===== src/rtl/tcpwm_pkg.sv =====
// shared constants, codes and prescaler table for the timer/counter block
package tcpwm_pkg;

    // default counter width
    localparam int COUNTER_WIDTH_DEF = 8;

    // prescaler count width and width of its compare sum
    localparam int PRESCALE_W = 10;
    localparam int DIVISOR_W  = PRESCALE_W + 1;

    // item mode codes (carried on tuser)
    localparam int MODE_W = 3;
    localparam logic [MODE_W-1:0] MODE_TICK      = 3'd0;
    localparam logic [MODE_W-1:0] MODE_WR_COUNT  = 3'd1;
    localparam logic [MODE_W-1:0] MODE_WR_COMP   = 3'd2;
    localparam logic [MODE_W-1:0] MODE_CLR_FLAGS = 3'd3;
    localparam logic [MODE_W-1:0] MODE_FORCE     = 3'd4;

    // flag mask width
    localparam int MASK_W = 2;

    // configuration register indexes
    localparam int CFG_INDEX_W = 3;
    localparam int CFG_DATA_W  = 3;
    localparam logic [CFG_INDEX_W-1:0] CFG_WAVEFORM   = 3'd0;
    localparam logic [CFG_INDEX_W-1:0] CFG_OUTPUT     = 3'd1;
    localparam logic [CFG_INDEX_W-1:0] CFG_CLOCK_SEL  = 3'd2;
    localparam logic [CFG_INDEX_W-1:0] CFG_COMP_IRQ   = 3'd3;
    localparam logic [CFG_INDEX_W-1:0] CFG_OVF_IRQ    = 3'd4;

    // waveform mode codes
    localparam logic [1:0] WGM_NORMAL = 2'd0;
    localparam logic [1:0] WGM_CTC    = 2'd1;
    localparam logic [1:0] WGM_FPWM   = 2'd2;

    // output mode codes
    localparam logic [1:0] COM_OFF    = 2'd0;
    localparam logic [1:0] COM_TOGGLE = 2'd1;
    localparam logic [1:0] COM_CLEAR  = 2'd2;
    localparam logic [1:0] COM_SET    = 2'd3;

    // clock select: stopped
    localparam logic [2:0] CS_STOP = 3'd0;

    // prescaler divisor for each clock select code
    function automatic logic [DIVISOR_W-1:0] divisor(input logic [2:0] cs);
        logic [DIVISOR_W-1:0] d;
        unique case (cs)
            3'd1:    d = 11'd1;
            3'd2:    d = 11'd8;
            3'd3:    d = 11'd32;
            3'd4:    d = 11'd64;
            3'd5:    d = 11'd128;
            3'd6:    d = 11'd256;
            3'd7:    d = 11'd1024;
            default: d = 11'd0;
        endcase
        return d;
    endfunction

endpackage


===== src/rtl/timer_counter_ctc_fast_pwm.sv =====
// timer/counter with prescaler, clear on compare and fast pwm, stream in and out
// all work is one pass of logic: the result of an accepted word goes straight into the result register
// throughput: one word per cycle while s_tready is high
// a skid entry behind the output register takes one more word while m_tready is low;
// s_tready drops while it is full and rises again once the entry has moved into the output register
// reset: asynchronous, clears configuration, counter, prescaler, compare values, pin and flags
module timer_counter_ctc_fast_pwm #(
    parameter int COUNTER_WIDTH = tcpwm_pkg::COUNTER_WIDTH_DEF
) (
    input  logic                                clk,
    input  logic                                rst_n,
    // configuration write port
    input  logic                                cfg_wr_en,
    input  logic [tcpwm_pkg::CFG_INDEX_W-1:0]   cfg_index,
    input  logic [tcpwm_pkg::CFG_DATA_W-1:0]    cfg_wdata,
    // input words
    input  logic                                s_tvalid,
    output logic                                s_tready,
    // value, flag_mask
    input  logic [((COUNTER_WIDTH+tcpwm_pkg::MASK_W+7)/8)*8-1:0] s_tdata,
    // mode
    input  logic [tcpwm_pkg::MODE_W-1:0]        s_tuser,
    // result words
    output logic                                m_tvalid,
    input  logic                                m_tready,
    // count, compare_in_use, wave_out, compare_flag, overflow_flag, irq
    output logic [((2*COUNTER_WIDTH+4+7)/8)*8-1:0] m_tdata
);

    localparam int W     = COUNTER_WIDTH;
    localparam int OUT_W = ((2*COUNTER_WIDTH+4+7)/8)*8;
    localparam int PW    = tcpwm_pkg::PRESCALE_W;
    localparam int DW    = tcpwm_pkg::DIVISOR_W;

    // configuration registers
    logic [1:0] waveform_reg;
    logic [1:0] output_mode_reg;
    logic [2:0] clock_sel_reg;
    logic       comp_irq_en_reg;
    logic       ovf_irq_en_reg;

    // timer state
    logic [PW-1:0] prescale_reg, prescale_next;
    logic [W-1:0]  count_reg, count_next;
    logic [W-1:0]  comp_active_reg, comp_active_next;
    logic [W-1:0]  comp_pending_reg, comp_pending_next;
    logic          wave_reg, wave_next;
    logic          comp_hit_reg, comp_hit_next;
    logic          ovf_hit_reg, ovf_hit_next;

    // result buffer
    logic             out_valid_reg;
    logic [OUT_W-1:0] out_data_reg;
    logic             skid_valid_reg;
    logic [OUT_W-1:0] skid_data_reg;

    logic                        accept;
    logic                        out_free;
    logic [tcpwm_pkg::MODE_W-1:0] item_mode;
    logic [W-1:0]                item_value;
    logic [tcpwm_pkg::MASK_W-1:0] item_mask;
    logic [OUT_W-1:0]            result_word;
    logic                        irq_next;

    // handshake
    assign s_tready = !skid_valid_reg;
    assign accept   = s_tvalid && s_tready;
    assign out_free = !out_valid_reg || m_tready;
    assign m_tvalid = out_valid_reg;
    assign m_tdata  = out_data_reg;

    // unpack the input word
    assign item_mode  = s_tuser;
    assign item_value = s_tdata[W-1:0];
    assign item_mask  = s_tdata[W+tcpwm_pkg::MASK_W-1:W];

    // next state for one accepted word
    always_comb
    begin
        logic       pwm;
        logic       ctc;
        logic       matched;
        logic       at_max;
        logic [W-1:0] stepped;

        pwm = (waveform_reg == tcpwm_pkg::WGM_FPWM);
        ctc = (waveform_reg == tcpwm_pkg::WGM_CTC);
        matched = (count_reg == comp_active_reg);
        at_max  = (count_reg == {W{1'b1}});
        stepped = at_max ? '0 : count_reg + {{(W-1){1'b0}}, 1'b1};

        prescale_next     = prescale_reg;
        count_next        = count_reg;
        comp_active_next  = comp_active_reg;
        comp_pending_next = comp_pending_reg;
        wave_next         = wave_reg;
        comp_hit_next     = comp_hit_reg;
        ovf_hit_next      = ovf_hit_reg;

        unique case (item_mode)
            tcpwm_pkg::MODE_TICK:
            begin
                if (clock_sel_reg != tcpwm_pkg::CS_STOP)
                begin
                    if ({1'b0, prescale_reg} + {{(DW-1){1'b0}}, 1'b1}
                        >= tcpwm_pkg::divisor(clock_sel_reg))
                    begin
                        prescale_next = '0;
                        // compare match on the count before the step
                        if (matched)
                        begin
                            comp_hit_next = 1'b1;
                            unique case (output_mode_reg)
                                tcpwm_pkg::COM_TOGGLE: wave_next = pwm ? wave_reg : !wave_reg;
                                tcpwm_pkg::COM_CLEAR:  wave_next = 1'b0;
                                tcpwm_pkg::COM_SET:    wave_next = 1'b1;
                                default:               wave_next = wave_reg;
                            endcase
                            if (ctc)
                                stepped = '0;
                        end
                        // wrap to bottom, bottom action wins in pwm
                        if (at_max)
                        begin
                            ovf_hit_next = 1'b1;
                            if (pwm)
                            begin
                                if (output_mode_reg == tcpwm_pkg::COM_CLEAR)
                                    wave_next = 1'b1;
                                else if (output_mode_reg == tcpwm_pkg::COM_SET)
                                    wave_next = 1'b0;
                                comp_active_next = comp_pending_reg;
                            end
                        end
                        count_next = stepped;
                    end
                    else
                    begin
                        prescale_next = prescale_reg + {{(PW-1){1'b0}}, 1'b1};
                    end
                end
            end
            tcpwm_pkg::MODE_WR_COUNT:
            begin
                count_next = item_value;
            end
            tcpwm_pkg::MODE_WR_COMP:
            begin
                comp_pending_next = item_value;
                if (!pwm)
                    comp_active_next = item_value;
            end
            tcpwm_pkg::MODE_CLR_FLAGS:
            begin
                if (item_mask[0])
                    comp_hit_next = 1'b0;
                if (item_mask[1])
                    ovf_hit_next = 1'b0;
            end
            tcpwm_pkg::MODE_FORCE:
            begin
                if (!pwm)
                begin
                    unique case (output_mode_reg)
                        tcpwm_pkg::COM_TOGGLE: wave_next = !wave_reg;
                        tcpwm_pkg::COM_CLEAR:  wave_next = 1'b0;
                        tcpwm_pkg::COM_SET:    wave_next = 1'b1;
                        default:               wave_next = wave_reg;
                    endcase
                end
            end
            default:
            begin
                prescale_next = prescale_reg;
            end
        endcase
    end

    // pack the result word
    assign irq_next = (comp_hit_next && comp_irq_en_reg) || (ovf_hit_next && ovf_irq_en_reg);

    always_comb
    begin
        result_word = '0;
        result_word[W-1:0]     = count_next;
        result_word[2*W-1:W]   = comp_active_next;
        result_word[2*W]       = wave_next;
        result_word[2*W+1]     = comp_hit_next;
        result_word[2*W+2]     = ovf_hit_next;
        result_word[2*W+3]     = irq_next;
    end

    // configuration and timer state
    always_ff @(posedge clk or negedge rst_n)
    begin
        if (!rst_n)
        begin
            waveform_reg     <= '0;
            output_mode_reg  <= '0;
            clock_sel_reg    <= '0;
            comp_irq_en_reg  <= 1'b0;
            ovf_irq_en_reg   <= 1'b0;
            prescale_reg     <= '0;
            count_reg        <= '0;
            comp_active_reg  <= '0;
            comp_pending_reg <= '0;
            wave_reg         <= 1'b0;
            comp_hit_reg     <= 1'b0;
            ovf_hit_reg      <= 1'b0;
        end
        else if (cfg_wr_en)
        begin
            unique case (cfg_index)
                tcpwm_pkg::CFG_WAVEFORM:
                begin
                    waveform_reg <= cfg_wdata[1:0];
                    if (cfg_wdata[1:0] != tcpwm_pkg::WGM_FPWM)
                        comp_active_reg <= comp_pending_reg;
                end
                tcpwm_pkg::CFG_OUTPUT:    output_mode_reg <= cfg_wdata[1:0];
                tcpwm_pkg::CFG_CLOCK_SEL: clock_sel_reg   <= cfg_wdata;
                tcpwm_pkg::CFG_COMP_IRQ:  comp_irq_en_reg <= cfg_wdata[0];
                tcpwm_pkg::CFG_OVF_IRQ:   ovf_irq_en_reg  <= cfg_wdata[0];
                default:                  waveform_reg    <= waveform_reg;
            endcase
        end
        else if (accept)
        begin
            prescale_reg     <= prescale_next;
            count_reg        <= count_next;
            comp_active_reg  <= comp_active_next;
            comp_pending_reg <= comp_pending_next;
            wave_reg         <= wave_next;
            comp_hit_reg     <= comp_hit_next;
            ovf_hit_reg      <= ovf_hit_next;
        end
    end

    // result buffer valid bits
    always_ff @(posedge clk or negedge rst_n)
    begin
        if (!rst_n)
        begin
            out_valid_reg  <= 1'b0;
            skid_valid_reg <= 1'b0;
        end
        else if (out_free)
        begin
            if (skid_valid_reg)
            begin
                out_valid_reg  <= 1'b1;
                skid_valid_reg <= 1'b0;
            end
            else
            begin
                out_valid_reg <= accept;
            end
        end
        else if (accept)
        begin
            skid_valid_reg <= 1'b1;
        end
    end

    // result buffer payload
    always_ff @(posedge clk)
    begin
        if (out_free)
        begin
            if (skid_valid_reg)
                out_data_reg <= skid_data_reg;
            else if (accept)
                out_data_reg <= result_word;
        end
        else if (accept)
        begin
            skid_data_reg <= result_word;
        end
    end

endmodule

===== config.mk =====
export PLATFORM = sky130hd
export DESIGN_NAME = timer_counter_ctc_fast_pwm
export DESIGN_NICKNAME = d
export VERILOG_FILES = /design/src/rtl/tcpwm_pkg.sv /design/src/rtl/timer_counter_ctc_fast_pwm.sv
export SDC_FILE = /design/constraint.sdc
export NUM_CORES = 1
export LEC_CHECK = 0
export ABC_AREA = 1
export BUFFER_PORTS_ARGS = -buffer_cell sky130_fd_sc_hd__buf_2
export CAP_MARGIN = 20
export CORE_MARGIN = 4
export CORE_UTILIZATION = 54
export CTS_CLUSTER_SIZE = 8
export DETAILED_ROUTE_END_ITERATION = 6
export PLACE_DENSITY = 0.87
export SYNTH_ARGS = -nofsm -noshare
export SYNTH_HDL_FRONTEND = slang
export SYNTH_SLANG_ARGS = --single-unit

===== constraint.sdc =====
create_clock -name clk -period 3 [get_ports clk]
set_input_delay 0.6 -clock clk [delete_from_list [all_inputs] [get_ports clk]]
set_output_delay 0.6 -clock clk [all_outputs]
set_load 0.03 [all_outputs]

# == Word level (Yosys, flattened, before mapping) ==
# Index checks and enable logic that the tools add are counted.
# word_totals
out_inout_bits,26
register_bits,88
inputBits,30
# classes
reduce_logical,25
n_addsub,3
bitwise,2
eq_ne,25
mux,47
n_lt_le_gt_ge,1
# ops
op,count
$mux W8,14
$pmux W11 S7,1
$mux W20,2
$pmux W8 S2,2
$mux W11,2
$mux W1,20
$eq A3 B2 Y1 const B,6
$eq A3 B3 Y1 const B,6
$reduce_and A2 Y1,8
$add A10 B1 Y11 const B,1
$ge A11 B11 Y1,1
$add A10 B1 Y10 const B,1
$mux W10,1
$eq A3 B1 Y1 const B,3
$add A8 B1 Y8 const B,1
$eq A8 B8 Y1,1
$eq A8 B8 Y1 const B,1
$eq A2 B2 Y1 const B,3
$logic_not A3 Y1,2
$pmux W1 S2,3
$pmux W1 S3,2
$reduce_and A3 Y1,2
$reduce_bool A2 Y1,3
$eq A2 B1 Y1 const B,2
other kinds (8),15

# == Logic depth before layout (Yosys ltp) ==
# Gate-level depths: netlist (run 1).
# logic_depth
depth_word,13
ltp_mapped,24

# == Worst setup path after synthesis (run 1) ==
# No wires, ideal clock.
# synth_timing
path_type,register to register
start,register prescale_reg[0]
end,"register out_data_reg[2], in the netlist m_tdata[2] (data pin)"
period_less_slack_ns,2.882
t_arrival_ns,2.629
path_slack_ns,0.118
stages_incl_launch_ff,24
path_buffers,1
setup_time_ns,0.253
path_cell_list,dfrtp_1 -> ha_1 -> nand3_1 -> nor3_1 -> nand2_1 -> inv_1 -> nand2_1 -> xor2_1 -> ha_1 -> nand2_1 -> inv_1 -> nand3_1 -> inv_1 -> nand4_1 -> nor2_2 -> nor2_4 -> nand2_4 -> buf_6 -> o21ai_2 -> nand2_1 -> nand2_1 -> nand3_2 -> nand2_1 -> nand2_1
# synth_via
elab_chain_cells,7
# synth_rtl
item,line,source
from (decl),timer_counter_ctc_fast_pwm.sv:43,"logic [PW-1:0] prescale_reg, prescale_next;"
from (signal assigned),timer_counter_ctc_fast_pwm.sv:229,prescale_reg <= prescale_next;
$add A10 B1 Y11,timer_counter_ctc_fast_pwm.sv:105,"if ({1'b0, prescale_reg} + {{(DW-1){1'b0}}, 1'b1}"
$ge A11 B11 Y1,timer_counter_ctc_fast_pwm.sv:106,>= tcpwm_pkg::divisor(clock_sel_reg))
$mux W8,timer_counter_ctc_fast_pwm.sv:105,
$mux W8,timer_counter_ctc_fast_pwm.sv:103,if (clock_sel_reg != tcpwm_pkg::CS_STOP)
$pmux W8 S2,timer_counter_ctc_fast_pwm.sv:100,unique case (item_mode)
net count_next[2],timer_counter_ctc_fast_pwm.sv:44,"logic [W-1:0] count_reg, count_next;"
$mux W20,timer_counter_ctc_fast_pwm.sv:272,else if (accept)
$mux W20,timer_counter_ctc_fast_pwm.sv:270,if (skid_valid_reg)
to (signal assigned),timer_counter_ctc_fast_pwm.sv:271,out_data_reg <= skid_data_reg;
to (signal assigned),timer_counter_ctc_fast_pwm.sv:273,out_data_reg <= result_word;
to (decl),timer_counter_ctc_fast_pwm.sv:53,logic [OUT_W-1:0] out_data_reg;
# The timed path passes the listed nets, and every way through them passes these cells. The select of a mux whose other input is x is not followed.
# A chain may end at the register's enable or synchronous reset.

# == Final worst setup path (run 1) ==
# layout_timing
start,register prescale_reg[1]
end,"register out_data_reg[4], in the netlist m_tdata[4] (data pin)"
# Same word-level chain as after synthesis.

==> results of run 1 <==
[power breakdown]
part | internal [mW] | switching, mW
logic | 0.848 | 1.37
clock network | 0.404 | 0.498
registers | 1.51 | 0.210
total | 2.76 | 2.07
[worst paths after layout]
path / endpoint / slack [ns] / start / cells after the start
hold reg to reg: ovf_hit_reg$_DFFE_PN0P_ / 0.50 / ovf_hit_reg$_DFFE_PN0P_ / 2
max in group asynchronous: comp_active_reg[6]$_DFFE_PN0P_ / 2.05 / rst_n / 2
setup reg to reg: m_tdata[4]$_DFFE_PP_ / -0.21 / prescale_reg[1]$_DFFE_PN0P_ / 21
hold / removal: wave_reg$_DFFE_PN0P_ / 0.18 / rst_n / 1
setup / recovery: m_tdata[4]$_DFFE_PP_ / -0.21 / prescale_reg[1]$_DFFE_PN0P_ / 21
min in group clk: m_tvalid$_DFFE_PN0N_ / 0.47 / s_tvalid / 3
[cell usage after synthesis]
| master | instances | share of area [%] |
|---|---|---|
| nand3_1 | 58 | 5.3 |
| ha_1 | 9 | 2.1 |
| nand4_1 | 6 | 0.69 |
| clkinv_1 | 2 | 0.14 |
| buf_4 | 5 | 0.69 |
| a21oi_1 | 12 | 1.1 |
| nand3_2 | 12 | 2.2 |
| and2_0 | 1 | 0.11 |
| buf_1 | 1 | 0.069 |
| buf_6 | 2 | 0.41 |
| inv_2 | 1 | 0.069 |
| o22ai_1 | 5 | 0.57 |
| nand2_4 | 1 | 0.21 |
| and2_1 | 4 | 0.46 |
| or2_2 | 1 | 0.11 |
| nor3_1 | 8 | 0.73 |
| mux2_2 | 4 | 0.83 |
| o31ai_1 | 1 | 0.14 |
| o211ai_1 | 1 | 0.14 |
| clkbuf_1 | 12 | 0.83 |
| o21ai_2 | 3 | 0.48 |
| a31oi_1 | 8 | 0.92 |
| nor3_2 | 1 | 0.18 |
| o21bai_1 | 1 | 0.14 |
| nor2_2 | 3 | 0.34 |
| nor2_1 | 48 | 3.3 |
| conb_1 | 1 | 0.069 |
| dfrtp_1 | 48 | 22 |
| inv_1 | 71 | 4.9 |
| o211ai_2 | 1 | 0.23 |
| nand2_1 | 271 | 19 |
| xnor2_1 | 1 | 0.16 |
| buf_2 | 11 | 1.0 |
| nand4_2 | 1 | 0.23 |
| nand3b_1 | 3 | 0.41 |
| nand2_2 | 5 | 0.57 |
| edfxtp_1 | 40 | 22 |
| nor2_4 | 2 | 0.41 |
| o21ai_0 | 62 | 5.7 |
| xor2_1 | 9 | 1.4 |
[per-layer routing]
layer  wire length [µm]  share of wire (%)  global-route usage (%)
met4                437                2.9                    8.66
met3               1570                 10                    4.12
met2               6920                 46                    38.5
met1               6020                 40                    35.3
met5                  0                  0                       0
[worst max-delay path, delay by kind of cell, from the launching register on]
kind            cells  cell delay (ns)
simple gates       15             1.52
fa+ha+maj           2             0.41
flops               1             0.40
buf+inv             2             0.29
xor+xnor            1             0.23
compound gates      1             0.13
[repair_timing]
item	in CTS	in global routing
setup endpoints to repair	36	64
gates resized for setup	11	63
gates cloned	0	3
setup buffers	3	7
pin swaps	1	28
[logic make-up after synthesis]
group,Yosys count,share of synthesized area (%)
muxes,4,0.825
DFF,88,44.0
other,1,0.0687
buffers and inverters,105,8.09
adders and majority gates,9,2.06
AOI/OAI and AO/OA,94,9.40
and+or+nand+nor,425,33.9
xor gates and xnor gates,10,1.60
[cells in the final DEF (no fill, tap or decap), types with 5 or more instances in the layout]
cell and n:
nand2_1 258, inv_1 67, o21ai_0 58, dfrtp_1 48
nor2_1 47, buf_2 45, edfxtp_1 40, nand3_1 38
nand3_2 28, buf_4 27, nand2_2 18, a21oi_1 11
clkbuf_8 9, buf_6 9, xor2_1 8, a31oi_1 7
nor3_1 6, nand4_1 6, o21ai_2 6, ha_1 6
inv_2 5
[metrics by stage]
stage          area, µm²  hold WS [ns]  worst slack [ns]  util [%]
2_1_floorplan       5470         0.304             0.118         -
3_3_place_gp        5920         0.461            -0.108      60.3
3_5_place_dp        5920         0.474            -0.168      60.3
4_1_cts             6200         0.198           0.00387      63.2
5_1_grt             6570         0.231            -0.450      66.9
6_report            6570         0.185            -0.208      66.9
[layout make-up]
cell class | count | area, µm²
Fill cell | 810 | 3250
Multi-Input combinational cell | 548 | 2920
Timing Repair Buffer | 84 | 589
Tap cell | 133 | 166
Clock buffer | 9 | 124
Sequential cell | 88 | 2400
Clock inverter | 7 | 86.3
Inverter | 74 | 278
==> reports/summary.txt, run 1 <==
Status -> complete, but fails checks
Violated checks -> negative setup slack
Most frequent CP cell -> nand2_1
Post-synthesis cell area -> 5460 µm²
Post-route setup slack -> -0.208 ns
# rows -> 36
RSZ-0062 raised after global routing -> true
Mapped Cells -> 736
Synthesis-to-layout area growth -> 20.4%
Avg Inst Size Synth -> 7.42 µm²
Chip width -> 109 µm
Slowest library cell on the worst path -> dfrtp_1
Placed cells -> 914
Worst vdd ir -> 327 µV
Seq/Total Area, Yosys -> 44.0%
Syn. warnings -> 0
Via count -> 5,353
CP Capture Type -> flop
GPL Wtd Cong -> 0.997
TNS Setup -> -3.97 ns
Slew @ Worst Pin -> 0.554 ns
Diodes inserted -> 0
Initial Util -> 55.6%
FF+latch count, synth -> 88
Fmax -> 312 MHz
Maxcap violations -> 0
Worst-case clock buffer depth -> 2
Post-route DRC violation count -> 0
Final min period -> 3.21 ns
Finished Layout Cells -> 943
Largest net degree at the start of global routing -> 29
Cell Pwr Density -> 736 nW/µm²
Pre-Repair DR Iteration Count -> 6
Fin. Hold Viols -> 0
Crit Path Category -> flop to flop
Clock Skew -> 0.0186 ns
Worst setup SP type -> flop
Clock Sinks -> 88
Vias in the first global route -> 4,763
Vias per cell -> 5.68
Cts bufs inserted -> 9
Initial antenna violation count -> 0
Worst skew pair latency -> 0.39 ns
# hold bufs at CTS -> 0
Clk root buf -> clkbuf_8
Final-stage net count -> 844
Fraction of layout cells with a size suffix above 1 -> 23.3%
Ports -> 56
Hpwl dp -> 9740 µm
DRT antenna net count -> 0
Hold crit path type -> primary input to asynchronous set/reset pin
Final Power -> 4.83 mW
DR WL/cell -> 15.9 µm
Final Cycle Share -> 107%
Total grt overflow -> 0
Fin. max-slew vios -> 0
CTS tree -> done
First-pass GRT wire length -> 22,800 µm
Die ar. -> 11,800 µm²
First DRT Iteration DRCs -> 868
Count of final setup violators -> 42
Ordered cell list for the critical path -> ha_4 -> nand3_4 -> nor3_4 -> nand2_2 -> inv_2 -> nand2_2 -> xor2_2 -> ha_4 -> a21oi_2 -> nand3_1 -> nand2_1 -> nand2_2 -> nor2_4 -> clkbuf_16 -> nand3_2 -> nand2_1 -> nand2_1 -> nand3_2 -> nand3_4 -> nand2_1 -> nand2_1
Die Y -> 109 µm
Slew headroom -> 63.0%
Global Route Usage Sum -> 24.8%
Core area -> 9820 µm²
Arrival time at the worst endpoint -> 3.35 ns
Req. time, crit path -> 3.14 ns
Leakage Power -> 3.24 nW
H-tree depth -> 3
Clk slew on worst S/H paths -> 0.11 ns
Synth unique cells -> 40
I/O Buffers -> 45
Worst stage delay on the critical path -> 0.40 ns
Max FO, Critical Path -> 5
Routed wire length -> 14,900 µm
Power figures use the tool's default switching activity.
==> inputs of run 2 (changes only) <==
- CORE_UTILIZATION: 54 -> 55
- PLACE_DENSITY: 0.87 -> 0.85
- clock period: 3 -> 3.75 ns (I/O delays scaled with it)
==> reports/summary.txt, run 2 (same netlist as run 1, synthesis figures left out) <==
Post-route DRC violation count -> 0 (unchanged)
Hold crit path type -> primary input to asynchronous set/reset pin
Initial Util -> 56.1% (+0.51 points)
Finished Cell Area -> 6030 µm² (-8.2%)
Leakage Power -> 3.01 nW (-7.2%)
Die ar. -> 11,600 µm² (-1.7%)
# hold bufs at CTS -> 0 (unchanged)
# rows -> 36 (unchanged)
Clock Sinks -> 88 (unchanged)
I/O Buffers -> 45 (unchanged)
Slew @ Worst Pin -> 0.770 ns (+0.216 ns)
Routed wire length -> 13,400 µm (-10%)
Vias in the first global route -> 4,675 (-1.8%)
Commonest non-fill, non-tap cell in the layout -> nand2_1
Req. time, crit path -> 3.87 ns (+0.73 ns)
Via count -> 5,084 (-5.0%)
H-tree depth -> 3 (unchanged)
Diodes inserted -> 0 (unchanged)
First DRT Iteration DRCs -> 547 (-37%)
Crit Path Category -> flop to flop
Fmax -> 292 MHz (-6.4%)
Worst vdd ir -> 246 µV (-25%)
Final Power -> 3.44 mW (-29%)
Ports -> 56 (unchanged)
Worst-case clock buffer depth -> 2 (unchanged)
First-pass GRT wire length -> 22,200 µm (-2.7%)
Total grt overflow -> 0 (unchanged)
DR WL/cell -> 14.6 µm (-7.7%)
Initial antenna violation count -> 0 (unchanged)
Pre-Repair DR Iteration Count -> 5 (-1)
CTS tree -> done
Dpl ws -> 0.324 ns (+0.492 ns)
Cts bufs inserted -> 9 (unchanged)
Final core utilization -> 62.0% (-4.9 points)
GR peak layer -> met2
Final min period -> 3.43 ns (+0.219 ns)
Path depth of the worst reg2reg path -> 24 (+14%)
Worst setup SP type -> flop
GPL Wtd Cong -> 0.985 (-1.2%)
DRT antenna net count -> 0 (unchanged)
Hpwl dp -> 9620 µm (-1.2%)
Vias per cell -> 5.55 (-2.2%)
Clock Skew -> 0.0136 ns (-0.00498 ns)
Largest net degree at the start of global routing -> 49 (+69%)
Met1 usage -> 33.4% (-1.8 points)
TNS Setup -> 0 ns (+3.97 ns)
Fin. Hold Viols -> 0 (unchanged)
Die Y -> 108 µm (-0.85%)
M3 GR Usage -> 5.10% (+0.98 points)
Status -> complete, no violations
Fin. max-slew vios -> 0 (unchanged)
Post-placement cell area -> 5810 µm² (-1.9%)
Cell Pwr Density -> 570 nW/µm² (-23%)
Count of final setup violators -> 0 (-100%)
Post-route setup slack -> 0.323 ns (+0.531 ns)
Synthesis-to-layout area growth -> 10.5%
Arrival time at the worst endpoint -> 3.55 ns (+0.20 ns)
Max FO, Critical Path -> 9 (+4)
Core area -> 9730 µm² (-0.92%)
CP Capture Type -> flop
Final Cycle Share -> 91.4% (-16 points)
Grt met2 use -> 36.5% (-2.0 points)
Most frequent cells in the layout -> nand2_1 (271), inv_1 (71), o21ai_0 (62), nand3_1 (58), nor2_1 (48)
Fraction of layout cells with a size suffix above 1 -> 14.2% (-9.2 points)
Slew headroom -> 48.5% (-15 points)
Global Route Usage Sum -> 24.2% (-0.58 points)
Final-stage net count -> 817 (-3.2%)
Clk slew on worst S/H paths -> 0.10 ns (about the same)
Maxcap violations -> 0 (unchanged)
Clk root buf -> clkbuf_8
Worst skew pair latency -> 0.37 ns (-0.02 ns)
Chip width -> 108 µm (-0.85%)
run 2: cell types whose count changed in the layout (fill, tap and decap cells not counted), moves of 9 or more:
cell     delta
nand2_2    -13
nand3_1    +20
nand3_2    -16
buf_6       -9
nand2_1    +13
buf_4      -15
run 2: report_power, final:
group | switching, mW | leakage, nW | internal, mW
clock | 0.369 | 0.0929 | 0.311
sequential | 0.158 | 0.997 | 1.21
combinational | 0.909 | 1.92 | 0.483
run 2: worst max-delay path, cell delays in order, from the launching register on:
cell and delay [ns]:
dfrtp_2 0.41, ha_1 0.23, nand3_1 0.14, nor3_2 0.19, nand2_1 0.11, inv_1 0.08
nand2_1 0.07, xor2_1 0.17, ha_1 0.31, nand2_1 0.07, inv_1 0.07, nand3_1 0.06
inv_1 0.07, nand4_1 0.13, nor2_2 0.15, nor2_4 0.07, nand2_4 0.13, buf_4 0.15
nand2_1 0.05, nand2_1 0.05, nand2_1 0.06, nand3_1 0.08, nand3_1 0.16, nand2_1 0.12
nand2_1 0.06
run 2: layout make-up:
class                           count  area (µm²)
Fill cell                         859        3700
Clock inverter                      6        67.6
Multi-Input combinational cell    546        2630
Sequential cell                    88        2400
Inverter                           74         278
Tap cell                          133         166
Clock buffer                       10         128
Timing Repair Buffer               59         355
run 2: per-layer routing:
| layer | up-vias | wire, µm |
|---|---|---|
| met5 | - | 0 |
| met4 | 0 | 371 |
| met3 | 39 | 1100 |
| met2 | 245 | 6050 |
| met1 | 2337 | 5870 |
| li1 | 2463 | - |
run 2: timing repair:
| item | CTS | global route |
|---|---|---|
| gates resized for setup | 0 | 2 |
| setup buffers | 0 | 0 |
| endpoints found under the hold margin | 0 | 0 |
| setup endpoints to repair | 0 | 13 |
run 2: worst paths after layout:
check                                       startpoint                             end  slack (ns)
setup / recovery           prescale_reg[0]$_DFFE_PN0P_            m_tdata[4]$_DFFE_PP_        0.32
hold / removal                                   rst_n  comp_active_reg[7]$_DFFE_PN0P_        0.23
setup reg to reg           prescale_reg[0]$_DFFE_PN0P_            m_tdata[4]$_DFFE_PP_        0.32
hold reg to reg            waveform_reg[0]$_DFFE_PN0P_     waveform_reg[0]$_DFFE_PN0P_        0.51
max in group asynchronous                        rst_n     prescale_reg[0]$_DFFE_PN0P_        2.99
min in group clk           waveform_reg[0]$_DFFE_PN0P_     waveform_reg[0]$_DFFE_PN0P_        0.51
run 2: per-stage QoR:
step | instances | hold WS, ns
6_report | 916 | 0.231
3_5_place_dp | 899 | 0.486
5_1_grt | 916 | 0.240
4_1_cts | 915 | 0.512
2_1_floorplan | 739 | 0.443
3_3_place_gp | 899 | 0.455
==> inputs of run 3 (changes only) <==
- CORE_UTILIZATION: 55 -> 60
- PLACE_DENSITY: 0.85 -> 0.91
==> reports/summary.txt, run 3 (same netlist as run 1, synthesis figures left out) <==
GPL Wtd Cong -> 0.920 (-6.5%)
Core area -> 8810 µm² (-9.5%)
H-tree depth -> 3 (unchanged)
RSZ-0062 raised after global routing -> false
Worst skew pair latency -> 0.37 ns (about the same)
Vias per cell -> 5.77 (+4.0%)
I/O Buffers -> 45 (unchanged)
Most frequent cells in the layout -> nand2_1 (271), inv_1 (71), o21ai_0 (62), nand3_1 (58), nor2_1 (48)
Slew @ Worst Pin -> 0.804 ns (+0.0334 ns)
CTS tree -> done
Post-route setup slack -> 0.333 ns (+0.0107 ns)
Setup Buffers After CTS -> 0 (unchanged)
Met1 usage -> 37.0% (+3.6 points)
Count of final setup violators -> 0 (unchanged)
Clk slew on worst S/H paths -> 0.10 ns (about the same)
Final-stage net count -> 816 (-0.12%)
Via count -> 5,136 (+1.0%)
# rows -> 34 (-5.6%)
M3 GR Usage -> 4.09% (-1.0 points)
Path depth of the worst reg2reg path -> 23 (-4.2%)
Initial antenna violation count -> 0 (unchanged)
Req. time, crit path -> 3.88 ns (about the same)
Largest net degree at the start of global routing -> 49 (unchanged)
TNS Setup -> 0 ns (unchanged)
Final Power -> 3.37 mW (-2.0%)
Fin. max-slew vios -> 0 (unchanged)
Arrival time at the worst endpoint -> 3.54 ns (about the same)
Clk root buf -> clkbuf_8
Pre-Repair DR Iteration Count -> 5 (unchanged)
Clock Skew -> 0.0114 ns (-0.00222 ns)
Commonest non-fill, non-tap cell in the layout -> nand2_1
Initial Util -> 62.0% (+5.9 points)
Post-placement cell area -> 5760 µm² (-0.88%)
Max FO, Critical Path -> 13 (+4)
CP Capture Type -> flop
Die Y -> 103 µm (-3.9%)
Hpwl dp -> 9750 µm (+1.3%)
Hold crit path type -> primary input to asynchronous set/reset pin
Ports -> 56 (unchanged)
Synthesis-to-layout area growth -> 9.38%
Dpl ws -> 0.264 ns (-0.0607 ns)
Status -> complete, no violations
DR WL/cell -> 15.2 µm (+3.9%)
DRT antenna net count -> 0 (unchanged)
Slew headroom -> 46.4% (-2.2 points)
Finished Layout Cells -> 890 (-2.8%)
Worst-case clock buffer depth -> 2 (unchanged)
Die ar. -> 10,700 µm² (-7.7%)
Final Cycle Share -> 91.1% (-0.28 points)
Maxcap violations -> 0 (unchanged)
Final min period -> 3.42 ns (-0.0107 ns)
Final core utilization -> 67.8% (+5.8 points)
Finished Cell Area -> 5970 µm² (-0.98%)
First DRT Iteration DRCs -> 620 (+13%)
Routed wire length -> 13,500 µm (+0.95%)
Global Route Usage Sum -> 27.0% (+2.8 points)
GR peak layer -> met2
Filler instances -> 684 (-20%)
Cell Pwr Density -> 564 nW/µm² (-1.1%)
Placed cells -> 873 (-2.9%)
WHS -> 0.340 ns (+0.109 ns)
Worst vdd ir -> 288 µV (+17%)
Post-route DRC violation count -> 0 (unchanged)
Clock Sinks -> 88 (unchanged)
First-pass GRT wire length -> 22,400 µm (+1.3%)
Fin. Hold Viols -> 0 (unchanged)
Crit Path Category -> flop to flop
# hold bufs at CTS -> 0 (unchanged)
Cts bufs inserted -> 9 (unchanged)
Fmax -> 293 MHz (+0.31%)
Total grt overflow -> 0 (unchanged)
Diodes inserted -> 0 (unchanged)
Fraction of layout cells with a size suffix above 1 -> 14.2% (+0.018 points)
Chip width -> 103 µm (-3.9%)
Worst setup SP type -> flop
Grt met2 use -> 44.2% (+7.7 points)
Leakage Power -> 3.00 nW (-0.33%)
Vias in the first global route -> 4,760 (+1.8%)
## run 3: cell types whose count changed in the layout (fill, tap and decap cells not counted)
cell	previous run	this run
clkinv_2	1	2
buf_12	2	1
inv_8	0	1
bufinv_16	1	0
inv_6	1	2
nand2_8	0	1
clkinvlp_4	2	1
nand2_4	1	0
clkbuf_1	1	0
## run 3: timing repair
action                                 4_1_cts  5_1_grt
resized for setup                            0        3
setup endpoints to repair                    0       21
endpoints found under the hold margin        0        0
## run 3: area by class of cell
type	instances	area, µm²	share of cell area [%]
Clock buffer	9	124	2.08
Clock inverter	7	55.1	0.922
Inverter	74	278	4.65
Multi-Input combinational cell	546	2640	44.2
Sequential cell	88	2400	40.3
Tap cell	108	135	2.26
Timing Repair Buffer	58	335	5.62
## run 3: power by group
part           switching, mW  internal, mW  total [mW]
logic                  0.909         0.461        1.37
registers              0.161          1.21        1.37
clock network          0.381         0.249       0.630
total                   1.45          1.92        3.37
## run 3: layer usage
metal  wire (µm)  share of wire, %
met2        6220                46
met5           0                 0
met4         356               2.6
met3        1240               9.2
met1        5700                42
## run 3: worst max-delay path, cell delays in order (launching register included)
cell and delay (ns):
dfrtp_2 0.43, ha_1 0.22, nand3_1 0.13, nor3_2 0.18, nand2_1 0.11, inv_1 0.08
nand2_1 0.07, xor2_1 0.22, ha_1 0.29, nand2_1 0.07, inv_1 0.05, nand3_1 0.06
inv_1 0.05, nand4_1 0.10, nor2_2 0.06, nor2_4 0.17, buf_4 0.23, nand3_1 0.09
nand2_1 0.08, nand2_1 0.04, nand3_1 0.07, nand3_1 0.18, nand2_1 0.13, nand2_1 0.07
## run 3: path summary, 6_finish.rpt
kind	to	slack [ns]	start
setup / recovery	m_tdata[3]$_DFFE_PP_	0.33	prescale_reg[0]$_DFFE_PN0P_
hold / removal	prescale_reg[9]$_DFFE_PN0P_	0.34	rst_n
setup reg to reg	m_tdata[3]$_DFFE_PP_	0.33	prescale_reg[0]$_DFFE_PN0P_
hold reg to reg	ovf_hit_reg$_DFFE_PN0P_	0.49	ovf_hit_reg$_DFFE_PN0P_
max in group asynchronous	count_reg[0]$_DFFE_PN0P_	2.88	rst_n
min in group clk	ovf_hit_reg$_DFFE_PN0P_	0.49	ovf_hit_reg$_DFFE_PN0P_
